<file path="src/rtl/sfm_pkg.sv">
package sfm_pkg;

    // Counter and payload widths.
    localparam int CNT_W  = 32;
    localparam int TIME_W = 48;
    localparam int ADDR_W = 32;
    localparam int PAT_MAX = 64;

    // Configuration register indexes.
    localparam logic REG_RATE_LIMIT = 1'b0;
    localparam logic REG_PCT_LIMIT  = 1'b1;

    // Frame kind codes.
    localparam logic [2:0] KIND_OTHER     = 3'd0;
    localparam logic [2:0] KIND_TCP_SYN   = 3'd1;
    localparam logic [2:0] KIND_TCP_OTHER = 3'd2;
    localparam logic [2:0] KIND_ARP_REPLY = 3'd3;
    localparam logic [2:0] KIND_ARP_OTHER = 3'd4;
    localparam logic [2:0] KIND_IPV4      = 3'd5;

    // Protocol constants.
    localparam logic [15:0] ETYPE_IPV4 = 16'h0800;
    localparam logic [15:0] ETYPE_ARP  = 16'h0806;
    localparam logic [7:0]  PROTO_TCP  = 8'h06;
    localparam logic [15:0] HTTP_PORT  = 16'd80;
    localparam logic [16:0] ETH_LEN    = 17'd14;
    localparam logic [16:0] IPV4_MIN   = 17'd30;
    localparam logic [16:0] ARP_MIN    = 17'd22;
    localparam logic [19:0] US_PER_S   = 20'd1000000;
    localparam logic [6:0]  PCT_SCALE  = 7'd100;

    // Reset values of the configuration registers.
    localparam logic [15:0] RATE_RESET = 16'd100;
    localparam logic [6:0]  PCT_RESET  = 7'd90;

    // Host pattern, padded with zero bytes.
    localparam logic [7:0] HOST_PATTERN [PAT_MAX] = '{
        8'h48, 8'h6F, 8'h73, 8'h74, 8'h3A, 8'h20, 8'h77, 8'h77, 8'h77, 8'h2E,
        8'h74, 8'h65, 8'h6C, 8'h65, 8'h67, 8'h72, 8'h61, 8'h70, 8'h68, 8'h2E,
        8'h63, 8'h6F, 8'h2E, 8'h75, 8'h6B, 8'h00, 8'h00, 8'h00, 8'h00, 8'h00,
        8'h00, 8'h00, 8'h00, 8'h00, 8'h00, 8'h00, 8'h00, 8'h00, 8'h00, 8'h00,
        8'h00, 8'h00, 8'h00, 8'h00, 8'h00, 8'h00, 8'h00, 8'h00, 8'h00, 8'h00,
        8'h00, 8'h00, 8'h00, 8'h00, 8'h00, 8'h00, 8'h00, 8'h00, 8'h00, 8'h00,
        8'h00, 8'h00, 8'h00, 8'h00
    };

    // Decoded summary of one finished frame.
    typedef struct packed {
        logic [2:0]        kind;
        logic              short_f;
        logic              syn;
        logic              arp_hit;
        logic              host_hit;
        logic [ADDR_W-1:0] src;
    } t_frame_sum;

endpackage

</file>
<file path="src/rtl/sfm_flag_calc.sv">
module sfm_flag_calc (
    input  logic                        i_clk,
    input  logic                        i_rst_n,
    input  logic                        i_start,
    input  logic [sfm_pkg::CNT_W-1:0]   i_unique,
    input  logic [sfm_pkg::CNT_W-1:0]   i_syn,
    input  logic [sfm_pkg::TIME_W-1:0]  i_elapsed,
    input  logic [15:0]                 i_rate,
    input  logic [6:0]                  i_pct,
    output logic                        o_done,
    output logic                        o_flag
);
    import sfm_pkg::*;

    logic        r_v1;
    logic        r_v2;
    logic [51:0] r_pa;
    logic [63:0] r_pb;
    logic [38:0] r_pc;
    logic [38:0] r_pd;
    logic        r_ez;
    logic        r_flag;

    // Valid pipeline.
    always_ff @(posedge i_clk) begin
        if (!i_rst_n) begin
            r_v1 <= 1'b0;
            r_v2 <= 1'b0;
        end else begin
            r_v1 <= i_start;
            r_v2 <= r_v1;
        end
    end

    // Stage one forms the four products, stage two compares them.
    always_ff @(posedge i_clk) begin
        r_pa   <= 52'(i_unique) * 52'(US_PER_S);
        r_pb   <= 64'(i_rate) * 64'(i_elapsed);
        r_pc   <= 39'(i_unique) * 39'(PCT_SCALE);
        r_pd   <= 39'(i_pct) * 39'(i_syn);
        r_ez   <= (i_elapsed == '0);
        r_flag <= (r_ez || (64'(r_pa) > r_pb)) && (r_pc >= r_pd);
    end

    assign o_done = r_v2;
    assign o_flag = r_flag;

endmodule

</file>
<file path="config.mk">
export PLATFORM = sky130hd
export DESIGN_NAME = sfm_flag_calc
export DESIGN_NICKNAME = d
export VERILOG_FILES = /design/src/rtl/sfm_pkg.sv /design/src/rtl/sfm_flag_calc.sv
export SDC_FILE = /design/constraint.sdc
export NUM_CORES = 2
export LEC_CHECK = 0
export BUFFER_PORTS_ARGS = -buffer_cell sky130_fd_sc_hd__buf_2
export CORE_AREA = 4 4 317 381
export CTS_CLUSTER_DIAMETER = 60
export CTS_CLUSTER_SIZE = 25
export DETAILED_ROUTE_END_ITERATION = 6
export DIE_AREA = 0 0 321 385
export SLEW_MARGIN = 20
export SYNTH_ARGS = -nofsm -noshare
export SYNTH_HDL_FRONTEND = slang
export SYNTH_SLANG_ARGS = --single-unit
export TNS_END_PERCENT = 100
</file>
<file path="constraint.sdc">
create_clock -name i_clk -period 7 [get_ports i_clk]
set_input_delay 0.7 -clock i_clk [delete_from_list [all_inputs] [get_ports i_clk]]
set_output_delay 0.7 -clock i_clk [all_outputs]
set_load 0.01 [all_outputs]
</file>
==> run metrics <==
Rel. slew slack=0.252; CTS buffer count=17; CORE AREA=about 120000 um2; Post-synth EDFFs=0; Placement Rows=138; die height=a little under 400 um; post-route DRC violation count=0; DIE AREA=~120000 um2; Top FF cell, synth=dfxtp_1; Unique masters post-synth=68; clock slew at reported path FFs=about 70 ps; fill cell count=approximately 12000; syn nets=a little under 7000; RSZ-0062 raised after global routing=false; Vias per Instance=about 5.0; # nets final=about 7100; maximum clock path buffer count=2; total number of vias=34700; clk root buf=clkbuf_16; synthesized flop and latch total=roughly 190; final hold slack=around 440 ps; top post-synthesis cells by area=fa_1 41%, ha_1 14%, inv_1 10%; Peak Freq=around 150 MHz; Worst Setup Start Kind=primary input; most frequent cell after synthesis=inv_1; Placed Cells=6970; Period Utilization, post-route=0.968; Post-Syn Instances=roughly 5300; run status=finished clean; WL per Instance=between 15 and 20 um; Yosys top cell by area=fa_1; top cells by count, synth=1269 x inv_1, 953 x fa_1, 753 x nand2_1; HPWL after DPL=slightly above 100000 um; Synth top area share=0.410; first-pass GRT wire length=200000 um; CTS tree=yes; vias in the first global route=roughly 38000; ratio of cells with drive above 1 in the final layout=0.0752; grt total ovfl=0; Hold Path Class=flip-flop to flip-flop; IO Pins=140; routability cong.=0.872; initial core utilization=0.397; clk sink count=roughly 190; die width=between 300 and 400 um; H-tree depth=4; P&R area growth vs syn=9.38%; synth warn=0; PortBufs=139; Slew Viols, Final=0; Clock Latency Late Sink=460 ps; final WL=122000 um; final cell utilization of the core=0.434; setup violators final=0; Final Critical Period=roughly 6800 ps; Crit path required time=7390 ps; drt first pass iters=7; post-CTS setup buffers=0; Detailed Route Iter0 Violations=1526; critical path type=primary input to flip-flop; CP max FO=20; Worst Tran Pin Value=~1100 ps; Hold Vio Cnt, Final=0; final cell count without fillers=7010; Worst EP arrival=a little over 7000 ps; initial antenna violation count=10; largest net degree at the start of global routing=slightly below 50; max-cap violation count=0; Synth Area per Inst=8.87 um2; Critical Path Sink Type=flip-flop; post-route ant nets=0; cell area after synthesis=46600 um2; Setup Skew=roughly 13 ps; Async SR Flop Fraction=0; sequential fraction of the synthesis area=0.0800; GRT Overall Usage=0.203
## per-stage QoR
| stage | TNS [ps] | cell area, um2 | setup slack, ps |
|---|---|---|---|
| 2_1_floorplan | 0 | 46600 | 355 |
| 3_5_place_dp | -1690 | 50300 | -243 |
| 4_1_cts | 0 | 50900 | 251 |
| 3_3_place_gp | -321 | 50300 | -121 |
| 5_1_grt | 0 | 50900 | 12.8 |
| 6_report | 0 | 50900 | 223 |
## final timing paths
check	endpoint	slack, ps	depth (start not counted)	startpoint
worst max-delay path	r_pb[56]$_DFF_P_	220	26	i_rate[2]
worst min-delay path	o_done$_SDFF_PN0_	440	1	r_v1$_SDFF_PN0_
worst max register to register	o_flag$_DFF_P_	3730	10	r_pd[28]$_DFF_P_
worst min register to register	o_done$_SDFF_PN0_	440	1	r_v1$_SDFF_PN0_
## sequential cells by signal (all words and copies together), names as in the netlist
register and count:
o_done 1, r_pb 64, r_ez 1, r_pd 39, r_pc 37, r_pa 42, o_flag 1, r_v1 1
## repair_timing
item | 4_1_cts | 5_1_grt
endpoints found under the setup margin | 0 | 3
resized for setup | 0 | 4
hold buffers | 0 | 0
## layer usage
layer | wire (um) | share of wire | track usage | up-vias
met2 | 60700 | 0.50 | 0.359 | 877
met1 | 51100 | 0.42 | 0.260 | 17300
met4 | 3920 | 0.032 | 0.0644 | 0
li1 | - | - | - | 16300
met5 | 0 | 0 | 0 | -
met3 | 5930 | 0.049 | 0.0236 | 199
## final cells by class
class / instances / area [um2] / area share
Antenna cell: 8 / 20.0 / 0.000393
Clock buffer: 18 / 429 / 0.00843
Tap cell: 1540 / 1930 / 0.0378
Clock inverter: 14 / 154 / 0.00302
Inverter: 1269 / 4760 / 0.0935
Multi-Input combinational cell: 3625 / 37400 / 0.735
Timing Repair Buffer: 350 / 2480 / 0.0486
Sequential cell: 186 / 3720 / 0.0731
## kinds of logic (layout without fill, tap and decap cells)
logic type / after synthesis / count (layout) / share of synthesized area
compound gates: 601 / 601 / 0.0825
xor+xnor: 161 / 161 / 0.0303
fa+ha+maj: 1478 / 1478 / 0.551
buf+inv: 1439 / 1651 / 0.116
flops: 186 / 186 / 0.0800
other cells: 0 / 8 / 0
simple gates: 1385 / 1385 / 0.140
## placed cells by master, fill, tap and decap left out, types with 8 or more instances in the layout
cell type,Yosys,final
a211oi_1,26,26
a21o_1,104,104
a21oi_1,211,211
a31oi_1,12,12
and2_1,362,362
and3_1,18,18
and4_1,8,8
buf_12,0,15
buf_2,2,135
buf_4,0,196
clkbuf_16,0,17
dfxtp_1,186,186
diode_2,0,8
fa_1,953,953
ha_1,525,525
inv_1,1269,1269
nand2_1,753,753
nand2b_1,12,12
nand3_1,23,23
nand4_1,46,46
nor2_1,90,90
nor2b_1,15,15
nor3_1,20,20
nor4_1,19,19
o211ai_1,11,11
o21a_1,25,25
o21ai_0,102,102
o21ai_1,9,9
o21bai_1,31,31
xnor2_1,102,102
xor2_1,59,59
## worst max-delay path: stages
cell and delay (ps):
clkbuf_4 270, buf_4 230, buf_4 160, and2_1 170
fa_1 510, inv_1 60, fa_1 530, inv_1 60
ha_1 170, inv_1 60, fa_1 430, fa_1 500
fa_1 490, inv_1 40, ha_1 310, a2111oi_0 430
o21ai_1 240, nand3_1 120, o211ai_1 130, or3_1 390
a21boi_0 260, buf_4 170, o211ai_1 170, a21boi_1 200
a31oi_1 200, xnor2_1 140
Power is not shown: default switching activity piles up to over one toggle a cycle in this logic, so the estimate is an artifact.
