File: src/rtl/sfm_pkg.sv
package sfm_pkg;

    // Counter and payload widths.
    localparam int CNT_W  = 32;
    localparam int TIME_W = 48;
    localparam int ADDR_W = 32;
    localparam int PAT_MAX = 64;

    // Configuration register indexes.
    localparam logic REG_RATE_LIMIT = 1'b0;
    localparam logic REG_PCT_LIMIT  = 1'b1;

    // Frame kind codes.
    localparam logic [2:0] KIND_OTHER     = 3'd0;
    localparam logic [2:0] KIND_TCP_SYN   = 3'd1;
    localparam logic [2:0] KIND_TCP_OTHER = 3'd2;
    localparam logic [2:0] KIND_ARP_REPLY = 3'd3;
    localparam logic [2:0] KIND_ARP_OTHER = 3'd4;
    localparam logic [2:0] KIND_IPV4      = 3'd5;

    // Protocol constants.
    localparam logic [15:0] ETYPE_IPV4 = 16'h0800;
    localparam logic [15:0] ETYPE_ARP  = 16'h0806;
    localparam logic [7:0]  PROTO_TCP  = 8'h06;
    localparam logic [15:0] HTTP_PORT  = 16'd80;
    localparam logic [16:0] ETH_LEN    = 17'd14;
    localparam logic [16:0] IPV4_MIN   = 17'd30;
    localparam logic [16:0] ARP_MIN    = 17'd22;
    localparam logic [19:0] US_PER_S   = 20'd1000000;
    localparam logic [6:0]  PCT_SCALE  = 7'd100;

    // Reset values of the configuration registers.
    localparam logic [15:0] RATE_RESET = 16'd100;
    localparam logic [6:0]  PCT_RESET  = 7'd90;

    // Host pattern, padded with zero bytes.
    localparam logic [7:0] HOST_PATTERN [PAT_MAX] = '{
        8'h48, 8'h6F, 8'h73, 8'h74, 8'h3A, 8'h20, 8'h77, 8'h77, 8'h77, 8'h2E,
        8'h74, 8'h65, 8'h6C, 8'h65, 8'h67, 8'h72, 8'h61, 8'h70, 8'h68, 8'h2E,
        8'h63, 8'h6F, 8'h2E, 8'h75, 8'h6B, 8'h00, 8'h00, 8'h00, 8'h00, 8'h00,
        8'h00, 8'h00, 8'h00, 8'h00, 8'h00, 8'h00, 8'h00, 8'h00, 8'h00, 8'h00,
        8'h00, 8'h00, 8'h00, 8'h00, 8'h00, 8'h00, 8'h00, 8'h00, 8'h00, 8'h00,
        8'h00, 8'h00, 8'h00, 8'h00, 8'h00, 8'h00, 8'h00, 8'h00, 8'h00, 8'h00,
        8'h00, 8'h00, 8'h00, 8'h00
    };

    // Decoded summary of one finished frame.
    typedef struct packed {
        logic [2:0]        kind;
        logic              short_f;
        logic              syn;
        logic              arp_hit;
        logic              host_hit;
        logic [ADDR_W-1:0] src;
    } t_frame_sum;

endpackage

File: src/rtl/sfm_parser.sv
module sfm_parser #(
    parameter int PATTERN_LENGTH  = 25,
    parameter int MAX_FRAME_BYTES = 2048
) (
    input  logic                i_clk,
    input  logic                i_rst_n,
    input  logic                i_valid,
    input  logic [7:0]          i_byte,
    input  logic                i_clear,
    output sfm_pkg::t_frame_sum o_sum
);
    import sfm_pkg::*;

    localparam int PW = $clog2(MAX_FRAME_BYTES + 1);

    logic [PW-1:0] r_pos;
    logic [PW-1:0] r_mstart;
    logic          r_seen;
    logic [15:0]   r_etype;
    logic [3:0]    r_ihl;
    logic [15:0]   r_op;
    logic [7:0]    r_proto;
    logic [31:0]   r_src;
    logic [15:0]   r_dport;
    logic [3:0]    r_doff;
    logic [7:0]    r_flags;
    logic [7:0]    r_win [PATTERN_LENGTH];
    logic [7:0]    n_win [PATTERN_LENGTH];

    logic          w_take;
    logic          w_match;
    logic [16:0]   w_pos;
    logic [16:0]   w_t;
    logic [16:0]   w_need;
    logic [16:0]   w_pay;
    logic [PW-1:0] n_mstart;

    assign w_pos  = 17'(r_pos);
    assign w_t    = ETH_LEN + {11'd0, r_ihl, 2'b00};
    assign w_need = (w_t > IPV4_MIN) ? w_t : IPV4_MIN;
    assign w_pay  = w_t + {11'd0, r_doff, 2'b00};
    assign w_take = i_valid && (r_pos < PW'(MAX_FRAME_BYTES));
    assign n_mstart = PW'(w_pos + 17'd1 - 17'(PATTERN_LENGTH));

    // Sliding window with the new byte and the pattern compare.
    always_comb begin
        for (int k = 0; k < PATTERN_LENGTH - 1; k++) begin
            n_win[k] = r_win[k + 1];
        end
        n_win[PATTERN_LENGTH - 1] = i_byte;
        w_match = (w_pos + 17'd1) >= 17'(PATTERN_LENGTH);
        for (int k = 0; k < PATTERN_LENGTH; k++) begin
            if (n_win[k] != HOST_PATTERN[k]) begin
                w_match = 1'b0;
            end
        end
    end

    // Per-frame control state.
    always_ff @(posedge i_clk) begin
        if (!i_rst_n || i_clear) begin
            r_pos    <= '0;
            r_seen   <= 1'b0;
            r_mstart <= '0;
        end else if (w_take) begin
            r_pos <= r_pos + PW'(1);
            if (w_match) begin
                r_seen   <= 1'b1;
                r_mstart <= n_mstart;
            end
        end
    end

    // Header bytes captured as they stream past.
    always_ff @(posedge i_clk) begin
        if (w_take) begin
            for (int k = 0; k < PATTERN_LENGTH; k++) begin
                r_win[k] <= n_win[k];
            end
            if (w_pos == 17'd12) r_etype[15:8] <= i_byte;
            if (w_pos == 17'd13) r_etype[7:0]  <= i_byte;
            if (w_pos == 17'd14) r_ihl         <= i_byte[3:0];
            if (w_pos == 17'd20) r_op[15:8]    <= i_byte;
            if (w_pos == 17'd21) r_op[7:0]     <= i_byte;
            if (w_pos == 17'd23) r_proto       <= i_byte;
            if (w_pos >= 17'd26 && w_pos <= 17'd29) begin
                r_src <= {r_src[23:0], i_byte};
            end
            if (w_pos == w_t + 17'd2)  r_dport[15:8] <= i_byte;
            if (w_pos == w_t + 17'd3)  r_dport[7:0]  <= i_byte;
            if (w_pos == w_t + 17'd12) r_doff        <= i_byte[7:4];
            if (w_pos == w_t + 17'd13) r_flags       <= i_byte;
        end
    end

    // Frame decode from the captured header.
    always_comb begin
        o_sum = '0;
        o_sum.src = r_src;
        o_sum.kind = KIND_OTHER;
        if (w_pos < ETH_LEN) begin
            o_sum.short_f = 1'b1;
        end else if (r_etype == ETYPE_IPV4) begin
            if (w_pos < w_need) begin
                o_sum.short_f = 1'b1;
            end else if (r_proto != PROTO_TCP) begin
                o_sum.kind = KIND_IPV4;
            end else if (w_pos < w_t + 17'd14) begin
                o_sum.short_f = 1'b1;
            end else begin
                o_sum.kind = KIND_TCP_OTHER;
                if (r_flags[5:0] == 6'h02) begin
                    o_sum.kind = KIND_TCP_SYN;
                    o_sum.syn  = 1'b1;
                end
                o_sum.host_hit = (r_dport == HTTP_PORT) && r_seen &&
                                 (17'(r_mstart) >= w_pay);
            end
        end else if (r_etype == ETYPE_ARP) begin
            if (w_pos < ARP_MIN) begin
                o_sum.short_f = 1'b1;
            end else if (r_op == 16'd2 || r_op == 16'd4 || r_op == 16'd6 ||
                         r_op == 16'd9) begin
                o_sum.kind    = KIND_ARP_REPLY;
                o_sum.arp_hit = 1'b1;
            end else begin
                o_sum.kind = KIND_ARP_OTHER;
            end
        end
    end

endmodule

File: config.mk
export PLATFORM = sky130hd
export DESIGN_NAME = sfm_parser
export DESIGN_NICKNAME = d
export VERILOG_FILES = /design/src/rtl/sfm_pkg.sv /design/src/rtl/sfm_parser.sv
export SDC_FILE = /design/constraint.sdc
export NUM_CORES = 1
export LEC_CHECK = 0
export CORE_ASPECT_RATIO = 2
export CORE_MARGIN = 3
export CORE_UTILIZATION = 45
export CTS_BUF_LIST = sky130_fd_sc_hd__clkbuf_16
export CTS_CLUSTER_SIZE = 16
export DETAILED_ROUTE_END_ITERATION = 10
export DONT_BUFFER_PORTS = 1
export SYNTH_ARGS = -nofsm -noshare
export SYNTH_HDL_FRONTEND = slang
export SYNTH_SLANG_ARGS = --single-unit
File: constraint.sdc
create_clock -name i_clk -period 13.4 [get_ports i_clk]
set_input_delay 0.67 -clock i_clk [delete_from_list [all_inputs] [get_ports i_clk]]
set_output_delay 0.67 -clock i_clk [all_outputs]
set_load 0.01 [all_outputs]
==> flow_summary.ini, run 1 <==
[sta]
maxSlewViolCount = 0
tightestPinTransition_ps = 1140
fin_crit_ps = 4850
rsz0062_at_grt = no
finalSetupTns_ps = 0
setup-violations-final = 0
skew_ps = 26.5
hold_violations = 0
max_freq_mhz = 206
slew_headroom = 0.242
hold_slack_ps = 205
finalCritPeriodShare = 0.362

[synth]
avgSynthCellArea_um2 = 15.7
synth_edf_count = 294
yosysMostFrequentCell = edfxtp_1
yosysTopAreaCellShare = 0.689
yosys_warnings = 0
synth_commonest_cells = edfxtp_1, nor2_1, ha_1
synth_ff_type = edfxtp_1
async_flop_share = 0
synth.cell_area_mm2 = 0.0128
synth_nets = 863
synth_cell_types = 66
ys_ff_latch = 318
postSynthCellCount = 814
synthTopCellsByArea = edfxtp_1, dfxtp_1, ha_1
ys_seq_area_frac = 0.727
synth_top_cell_by_area = edfxtp_1

[global_routing]
grt_usage = 0.174
met2_usage = 0.331
busiest_layer = met2
use_met1 = 0.189
grt.overflow.total = 0
antenna_found_initial = 0
grt_max_degree = 119
use_met3 = 0.0244
grt_pass1_wl_mm = 41.8
grt_pass1_vias = 7375

[worst_setup_path]
path_common_cell = ha_1
critical_path_class = register to output port
path_cells = inv_1, ha_1, xnor2_1, ha_1, a31oi_1, and2_1, ha_1, a21oi_1, nor2b_1, o21ai_0, a21oi_1, or4_1, nand2_1, a311oi_1
crit_buf_inv = 1
crit_required_ps = 12730
crit_path_max_incr_delay_ps = 660
cpMaxStageDelayCell = a311oi_1
worst_r2r_path_depth = 9
crit_arrival_ps = 4180
critPathMaxFanout = 8
r2r_start = r_ihl[0]
startpoint_type = register
r2r_end = r_flags[1]
rrSetupSlack_ps = 10020
endpoint_kind = output port
cp_top_family = compound AO/OA/AOI/OAI gates

[pwr]
peakVddDrop_mv = 0.132
power_leakage_nw = 4.62
pwr_density_cell_mw_per_mm2 = 140
power.total_mw = 1.98

[drt]
drt_pass1_iterations = 5
vias = 7018
viasPerCell = 5.85
wire_per_inst_um = 22.2
drcViolationCount = 0
first_iter_violations = 479
wirelength_mm = 26.7
route.antenna.remaining_nets = 0

[cells_and_area]
antenna_cells = 0
finalInstanceArea_mm2 = 0.0141
drive_above_1_share = 0.0696
area_growth_syn_to_layout_pct = 10.1
final_util = 0.508
nets = 876

[cts]
cts_setup_buffers = 0
ctsHoldBuffers = 0
cts_resized = 0
cts_tree = built
clk_pin_slew_worst_paths_ps = 60
clockBufferDepth = 3
clockRootBuffer = clkbuf_16
htree_levels = 1
clock_latency_ps = 570
clock_sinks = 318
numCtsBuffers = 28

[die]
io_pins = 51
core_mm2 = 0.0278
die_x_um = 125
rows = 86
die_area_mm2 = 0.0307
initial_utilization = 0.462
die_h_um = 245

[placement]
io_buffers = 0
gp_congestion = 0.875
dpl-instance-area_mm2 = 0.0132
dp_hpwl_mm = 18.9

[min_path]
hold_start = i_byte[5]
min_path_type = input pin to register
min_to = r_src[5]
min_path_cells = 0

[flow_run]
maxCapViolations = 0

[run_status]
status = finished, final reports clean
==> kinds of logic (layout without fill, tap and decap cells) <==
kind of cell | count (synthesis) | in the layout | synth area share
flip-flops | 318 | 318 | 0.727
AO/OA/AOI/OAI | 77 | 77 | 0.0406
multiplexers | 8 | 8 | 0.00635
AND/OR/NAND/NOR | 291 | 291 | 0.149
buffers and inverters | 46 | 80 | 0.0156
adder cells (fa/ha/maj) | 37 | 37 | 0.0367
XOR/XNOR | 37 | 37 | 0.0253
==> layout make-up <==
class                   instances  area (um^2)
repair buffers                  3         22.5
well taps                     352          440
flip-flops and latches        318         9310
clock inverters                23          226
multi-input cells             450         3310
clock buffers                  28          701
inverters                      26          103
fillers                      2323        13700
==> registers in the layout, indices dropped and copies added (netlist names) <==
signal,flops
r_win,192
r_pos,12
r_flags,6
r_op,16
r_mstart,11
r_etype,16
r_dport,16
r_src,32
r_ihl,4
r_seen,1
r_proto,8
r_doff,4
==> through the flow <==
stage	cells	worst slack, ps
after CTS	1200	8380
after detailed placement	1149	8990
after global placement	1149	9020
after global routing	1200	8130
final	1200	8550
after floorplan	814	3750
==> cells in the final DEF (no fill, tap or decap), drive strengths merged, types with 11 or more instances in the layout <==
master  netlist  routed
nand2        26      26
xnor2        28      28
edfxtp      294     294
clkinv        1      14
nor3         16      16
inv          25      32
clkbuf       11      28
nand3        19      19
nand4        34      34
nor4bb       25      25
nor2         44      44
nand4b       11      11
a21oi        25      25
ha           36      36
nor4b        22      22
nor4         24      24
o21ai        20      20
and4b        16      16
dfxtp        24      24
==> worst reg2reg max path: stages, from the launching register on <==
cell and delay [ps]:
edfxtp_1 460, inv_1 130, ha_1 240, xnor2_1 570, o21ai_0 370, nor3b_1 280
a211oi_1 80, a211oi_1 250, o2111ai_1 200, nor2_1 430
==> power breakdown <==
part           switching [mW]  total [mW]  internal, mW
clock                   0.354       0.798         0.444
sequential             0.0284        1.15          1.12
combinational          0.0187      0.0280       0.00934
total                   0.401        1.98          1.58
==> how the worst max path moves through the flow <==
stage / from / endpoint / slack, ps / cells after the start
2_1_floorplan: i_valid / r_src[0] / 3750 / 5
3_3_place_gp: r_ihl[0] / o_sum[32] / 9020 / 14
3_5_place_dp: r_ihl[0] / o_sum[32] / 8990 / 14
4_1_cts: r_ihl[0] / o_sum[32] / 8380 / 14
5_1_grt: r_ihl[0] / o_sum[32] / 8130 / 14
6_report: r_ihl[0] / o_sum[32] / 8550 / 14
==> per-layer routing <==
| metal | part of all wire | wire length [um] |
|---|---|---|
| met1 | 0.35 | 9410 |
| met2 | 0.57 | 15100 |
| met3 | 0.037 | 986 |
| met4 | 0.045 | 1210 |
| met5 | 0 | 0 |
Power figures use the tool's default switching activity.
==> run 2, diff against run 1 <==
- clock period: 13.4 -> 4.4 ns (I/O delays scaled with it)
==> run 2 against run 1 <==
  * Critical path depth is 1 higher
  * Combinational power rose to 4.1 times the previous value
  * Clock skew down 4.4 ps
  * Routed wire length rose by 1.9%
  * Utilization rose by 0.39 points
  * Flip-flop and latch count stayed put
  * Worst setup slack worse by 8200 ps
  * Die area stayed put
  * Power rose to 3.0 times the previous value
  * Register-to-register slack lost 8900 ps
  * First-iteration DRC count is 0.63% lower
==> flow_summary.ini, run 2 (same netlist as run 1, synthesis figures left out) <==
[run_status]
status = finished, final reports clean

[cts]
clockRootBuffer = clkbuf_16
clock_latency_ps = 560
htree_levels = 1
clock_sinks = 318
clockBufferDepth = 3
cts_tree = built
numCtsBuffers = 27
clk_pin_slew_worst_paths_ps = 70

[pwr]
power_leakage_nw = 4.68
peakVddDrop_mv = 0.338
pwr_density_cell_mw_per_mm2 = 411

[die]
io_pins = 51
die_area_mm2 = 0.0307
die_x_um = 125
core_mm2 = 0.0278
initial_utilization = 0.462
die_h_um = 245
rows = 86

[sta]
maxSlewViolCount = 0
tightestPinTransition_ps = 1080
skew_ps = 22.1
slew_headroom = 0.283
finalCritPeriodShare = 0.931
max_freq_mhz = 244
fin_crit_ps = 4100
hold_violations = 0
finalSetupTns_ps = 0
setup-violations-final = 0
rsz0062_at_grt = no

[drt]
drt_pass1_iterations = 5
route.antenna.remaining_nets = 0
drcViolationCount = 0
viasPerCell = 5.84
vias = 7115
wirelength_mm = 27.2
wire_per_inst_um = 22.3
first_iter_violations = 476

[worst_setup_path]
worst_r2r_path_depth = 7
crit_required_ps = 4180
r2r_end = r_mstart[2]
rrSetupSlack_ps = 1130
critical_path_class = register to output port
critPathMaxFanout = 7
endpoint_kind = output port
crit_arrival_ps = 3880
r2r_start = r_win[0][26]
startpoint_type = register

[global_routing]
grt_max_degree = 68
met2_usage = 0.337
grt.overflow.total = 0
antenna_found_initial = 0
busiest_layer = met2
grt_pass1_wl_mm = 42.1
use_met1 = 0.184
grt_pass1_vias = 7443
grt_usage = 0.176
use_met3 = 0.0285

[cells_and_area]
largest-register = r_win
drive_above_1_share = 0.0796
finalInstanceArea_mm2 = 0.0142
area_growth_syn_to_layout_pct = 11.0
antenna_cells = 0
largest_reg_flops = 192
final_cell_mix = edfxtp_1, nor2_1, ha_1, nand4_1, inv_1
reg.largest.list = r_win (192), r_src (32)
nFillCells = 2307
final_common_cell = edfxtp_1
nets = 897

[placement]
dp_hpwl_mm = 19.4
io_buffers = 0
dpl-instance-area_mm2 = 0.0133
gp_congestion = 0.866

[flow_run]
maxCapViolations = 0

[min_path]
min_to = r_mstart[11]
min_path_cells = 6
min_path_type = input pin to register
hold_start = i_byte[2]
-- run 2: cell types whose count changed in the layout (fill, tap and decap cells not counted), moves of 2 or more --
cell	delta
bufinv_16	-2
buf_4	+13
inv_6	-2
clkinv_1	+3
clkinv_2	-2
dlygate4sd3_1	+9
-- run 2: where the power goes --
part	switching (mW)	internal (mW)
clock network	1.04	1.19
registers	0.0822	3.42
logic	0.0782	0.0358
total	1.20	4.64
-- run 2: worst max path at each step --
stage / end / startpoint / slack [ps]
2_1_floorplan: r_src[0] / r_pos[11] / 770
3_3_place_gp: o_sum[32] / r_ihl[0] / 440
3_5_place_dp: o_sum[32] / r_ihl[0] / 440
4_1_cts: o_sum[32] / r_ihl[0] / 4
5_1_grt: o_sum[32] / r_ihl[0] / 10
6_report: o_sum[32] / r_ihl[0] / 300
-- run 2: critical path, stage by stage (launching register included) --
cell and delay (ps):
edfxtp_1 500, o21ai_1 260, xnor2_2 170, inv_1 90
ha_1 200, a31oi_1 240, and2_1 170, ha_1 220
a21oi_1 140, nor2b_1 50, o21ai_0 150, a21oi_1 80
or4_1 580, nand2_2 170, a311oi_1 90, buf_4 200
-- run 2: area by class of cell --
class / instances / area [um^2] / share of cell area
Tap cell: 352 / 440 / 0.0310
Clock buffer: 27 / 676 / 0.0475
Sequential cell: 318 / 9310 / 0.655
Multi-Input combinational cell: 450 / 3340 / 0.235
Timing Repair Buffer: 25 / 210 / 0.0148
Clock inverter: 21 / 144 / 0.0101
Inverter: 26 / 103 / 0.00722
-- run 2: layer usage --
layer,part of all wire,routed length [um]
met1,0.35,9500
met2,0.56,15200
met3,0.042,1150
met4,0.048,1320
met5,0,0
-- run 2: metrics by stage --
step	instances	utilization	setup WS (ps)	hold slack, ps	total power [mW]
after CTS	1217	0.511	4.40	183	5.91
after global routing	1219	0.512	14.7	254	6.04
after detailed placement	1160	0.478	444	320	3.66
after floorplan	814	-	773	319	3.60
after global placement	1160	0.478	442	320	3.65
final	1219	0.512	305	205	5.85
-- run 2: repair_timing --
action | 4_1_cts | 5_1_grt
buffers inserted | 0 | 2
pin swaps | 0 | 1
endpoints found under the setup margin | 2 | 3
hold buffers | 9 | 0
resized for setup | 1 | 3
hold endpoints to repair | 87 | 0
==> run 3, diff against run 2 <==
- CORE_MARGIN: 3 -> 10
==> run 3 against run 2 <==
  * Non-clock buffer count fell by 3
  * Critical path depth is 1 higher
  * Register-to-register slack lost 70 ps
  * Sequential power is essentially flat
  * Largest power group unchanged
  * Highest routed layer unchanged
==> flow_summary.ini, run 3 (same netlist as run 1, synthesis figures left out) <==
[cts]
clock_latency_ps = 560
numCtsBuffers = 27
htree_levels = 1
clockBufferDepth = 3
cts_tree = built
clock_sinks = 318
clockRootBuffer = clkbuf_16
clk_pin_slew_worst_paths_ps = 60

[min_path]
hold_start = i_byte[0]
min_to = r_mstart[6]
min_path_cells = 6
min_path_type = input pin to register

[sta]
max_freq_mhz = 244
slew_headroom = 0.301
setup-violations-final = 0
tightestPinTransition_ps = 1050
fin_crit_ps = 4110
skew_ps = 11.1
finalCritPeriodShare = 0.933
maxSlewViolCount = 0
rsz0062_at_grt = no
finalSetupTns_ps = 0
hold_violations = 0

[global_routing]
antenna_found_initial = 0
grt.overflow.total = 0
grt_pass1_wl_mm = 42.7
grt_pass1_vias = 7303
grt_max_degree = 150
grt_usage = 0.149

[die]
initial_utilization = 0.454
core_mm2 = 0.0282
die_h_um = 259
die_x_um = 139
io_pins = 51
die_area_mm2 = 0.0360
rows = 87

[drt]
viasPerCell = 5.77
route.met2.wl_mm = 15.8
routed.top_layer = met4
first_iter_violations = 422
route.antenna.remaining_nets = 0
wire_per_inst_um = 22.7
drcViolationCount = 0
vias = 7036
wirelength_mm = 27.7
drt_pass1_iterations = 4
wl_met1_mm = 9.77
wl_met3_mm = 1.19

[pwr]
power.total_mw = 5.83
peakVddDrop_mv = 0.383
pwr_density_cell_mw_per_mm2 = 411
power_leakage_nw = 4.66

[cells_and_area]
drive_above_1_share = 0.0752
largest_reg_flops = 192
final_common_cell = edfxtp_1
nFillCells = 2319
area_growth_syn_to_layout_pct = 10.9
reg.largest.list = r_win (192), r_src (32)
largest-register = r_win
final_cell_mix = edfxtp_1, nor2_1, ha_1, nand4_1, inv_1
finalInstanceArea_mm2 = 0.0142
antenna_cells = 0
final_util = 0.504
nets = 894

[worst_setup_path]
path_cells = o21ai_0, xnor2_1, buf_4, inv_1, ha_1, a31oi_2, and2_1, ha_1, a21oi_1, nor2b_1, o21ai_0, a21oi_1, or4_1, nand2_1, a311oi_1, buf_4
critical_path_class = register to output port
startpoint_type = register
worst_r2r_path_depth = 9
cpMaxStageDelayCell = or4_1
r2r_start = r_pos[0]
crit_path_max_incr_delay_ps = 570
endpoint_kind = output port
crit_arrival_ps = 3890
crit_buf_inv = 3
rrSetupSlack_ps = 1060
critPathMaxFanout = 7
crit_required_ps = 4180
r2r_end = r_mstart[2]
cp_top_family = simple AND/OR/NAND/NOR gates

[placement]
io_buffers = 0
dp_hpwl_mm = 18.8
gp_congestion = 0.826
dpl-instance-area_mm2 = 0.0133

[flow_run]
maxCapViolations = 0

[run_status]
status = finished, final reports clean
-- run 3: changes by cell type in the layout (fill, tap and decap cells not counted), sizes merged --
cell and delta:
buf -3
-- run 3: how the worst max path moves through the flow --
stage | end | startpoint | depth (start not counted)
after floorplan | r_src[0] | r_pos[11] | 5
after global placement | o_sum[32] | r_ihl[0] | 16
after detailed placement | o_sum[32] | r_ihl[0] | 16
after CTS | o_sum[32] | r_ihl[0] | 16
after global routing | o_sum[32] | r_ihl[0] | 16
final | o_sum[32] | r_ihl[0] | 16
-- run 3: final cells by class --
type                       instances  area [um^2]  share of cell area
sequential                       318         9310               0.655
multi-input combinational        450         3330               0.235
clock buffer                      27          676              0.0476
tap                              356          445              0.0314
timing repair buffer              22          200              0.0141
clock inverter                    21          138             0.00969
inverter                          26          103             0.00722
-- run 3: through the flow --
step | setup WS, ps | instances | hold WS (ps)
2_1_floorplan | 773 | 814 | 319
3_3_place_gp | 724 | 1161 | 320
3_5_place_dp | 738 | 1161 | 320
4_1_cts | 136 | 1218 | 246
5_1_grt | 43.1 | 1220 | 271
6_report | 295 | 1220 | 265
-- run 3: timing repair --
action,CTS,global route
resized for setup,0,2
setup endpoints to repair,0,1
hold endpoints to repair,87,0
hold buffers,9,0
buffers inserted,0,2
-- run 3: worst register-to-register path, delay by kind of cell, from the launching register on --
kind                       cells  cell delay, ps
AOI/OAI and AO/OA              4            1420
DFF                            1             620
adders and majority gates      1             470
buffers and inverters          2             330
muxes                          1             270
and+or+nand+nor                1              60
-- run 3: where the power goes --
group | switching (mW) | internal, mW
clock network | 1.04 | 1.18
logic | 0.0746 | 0.0353
registers | 0.0833 | 3.42
-- run 3: routing by layer --
metal,global-route usage,up-vias
met1,0.157,3525
li1,-,3277
met3,0.0242,60
met2,0.287,174
met5,0,-
met4,0.0585,0
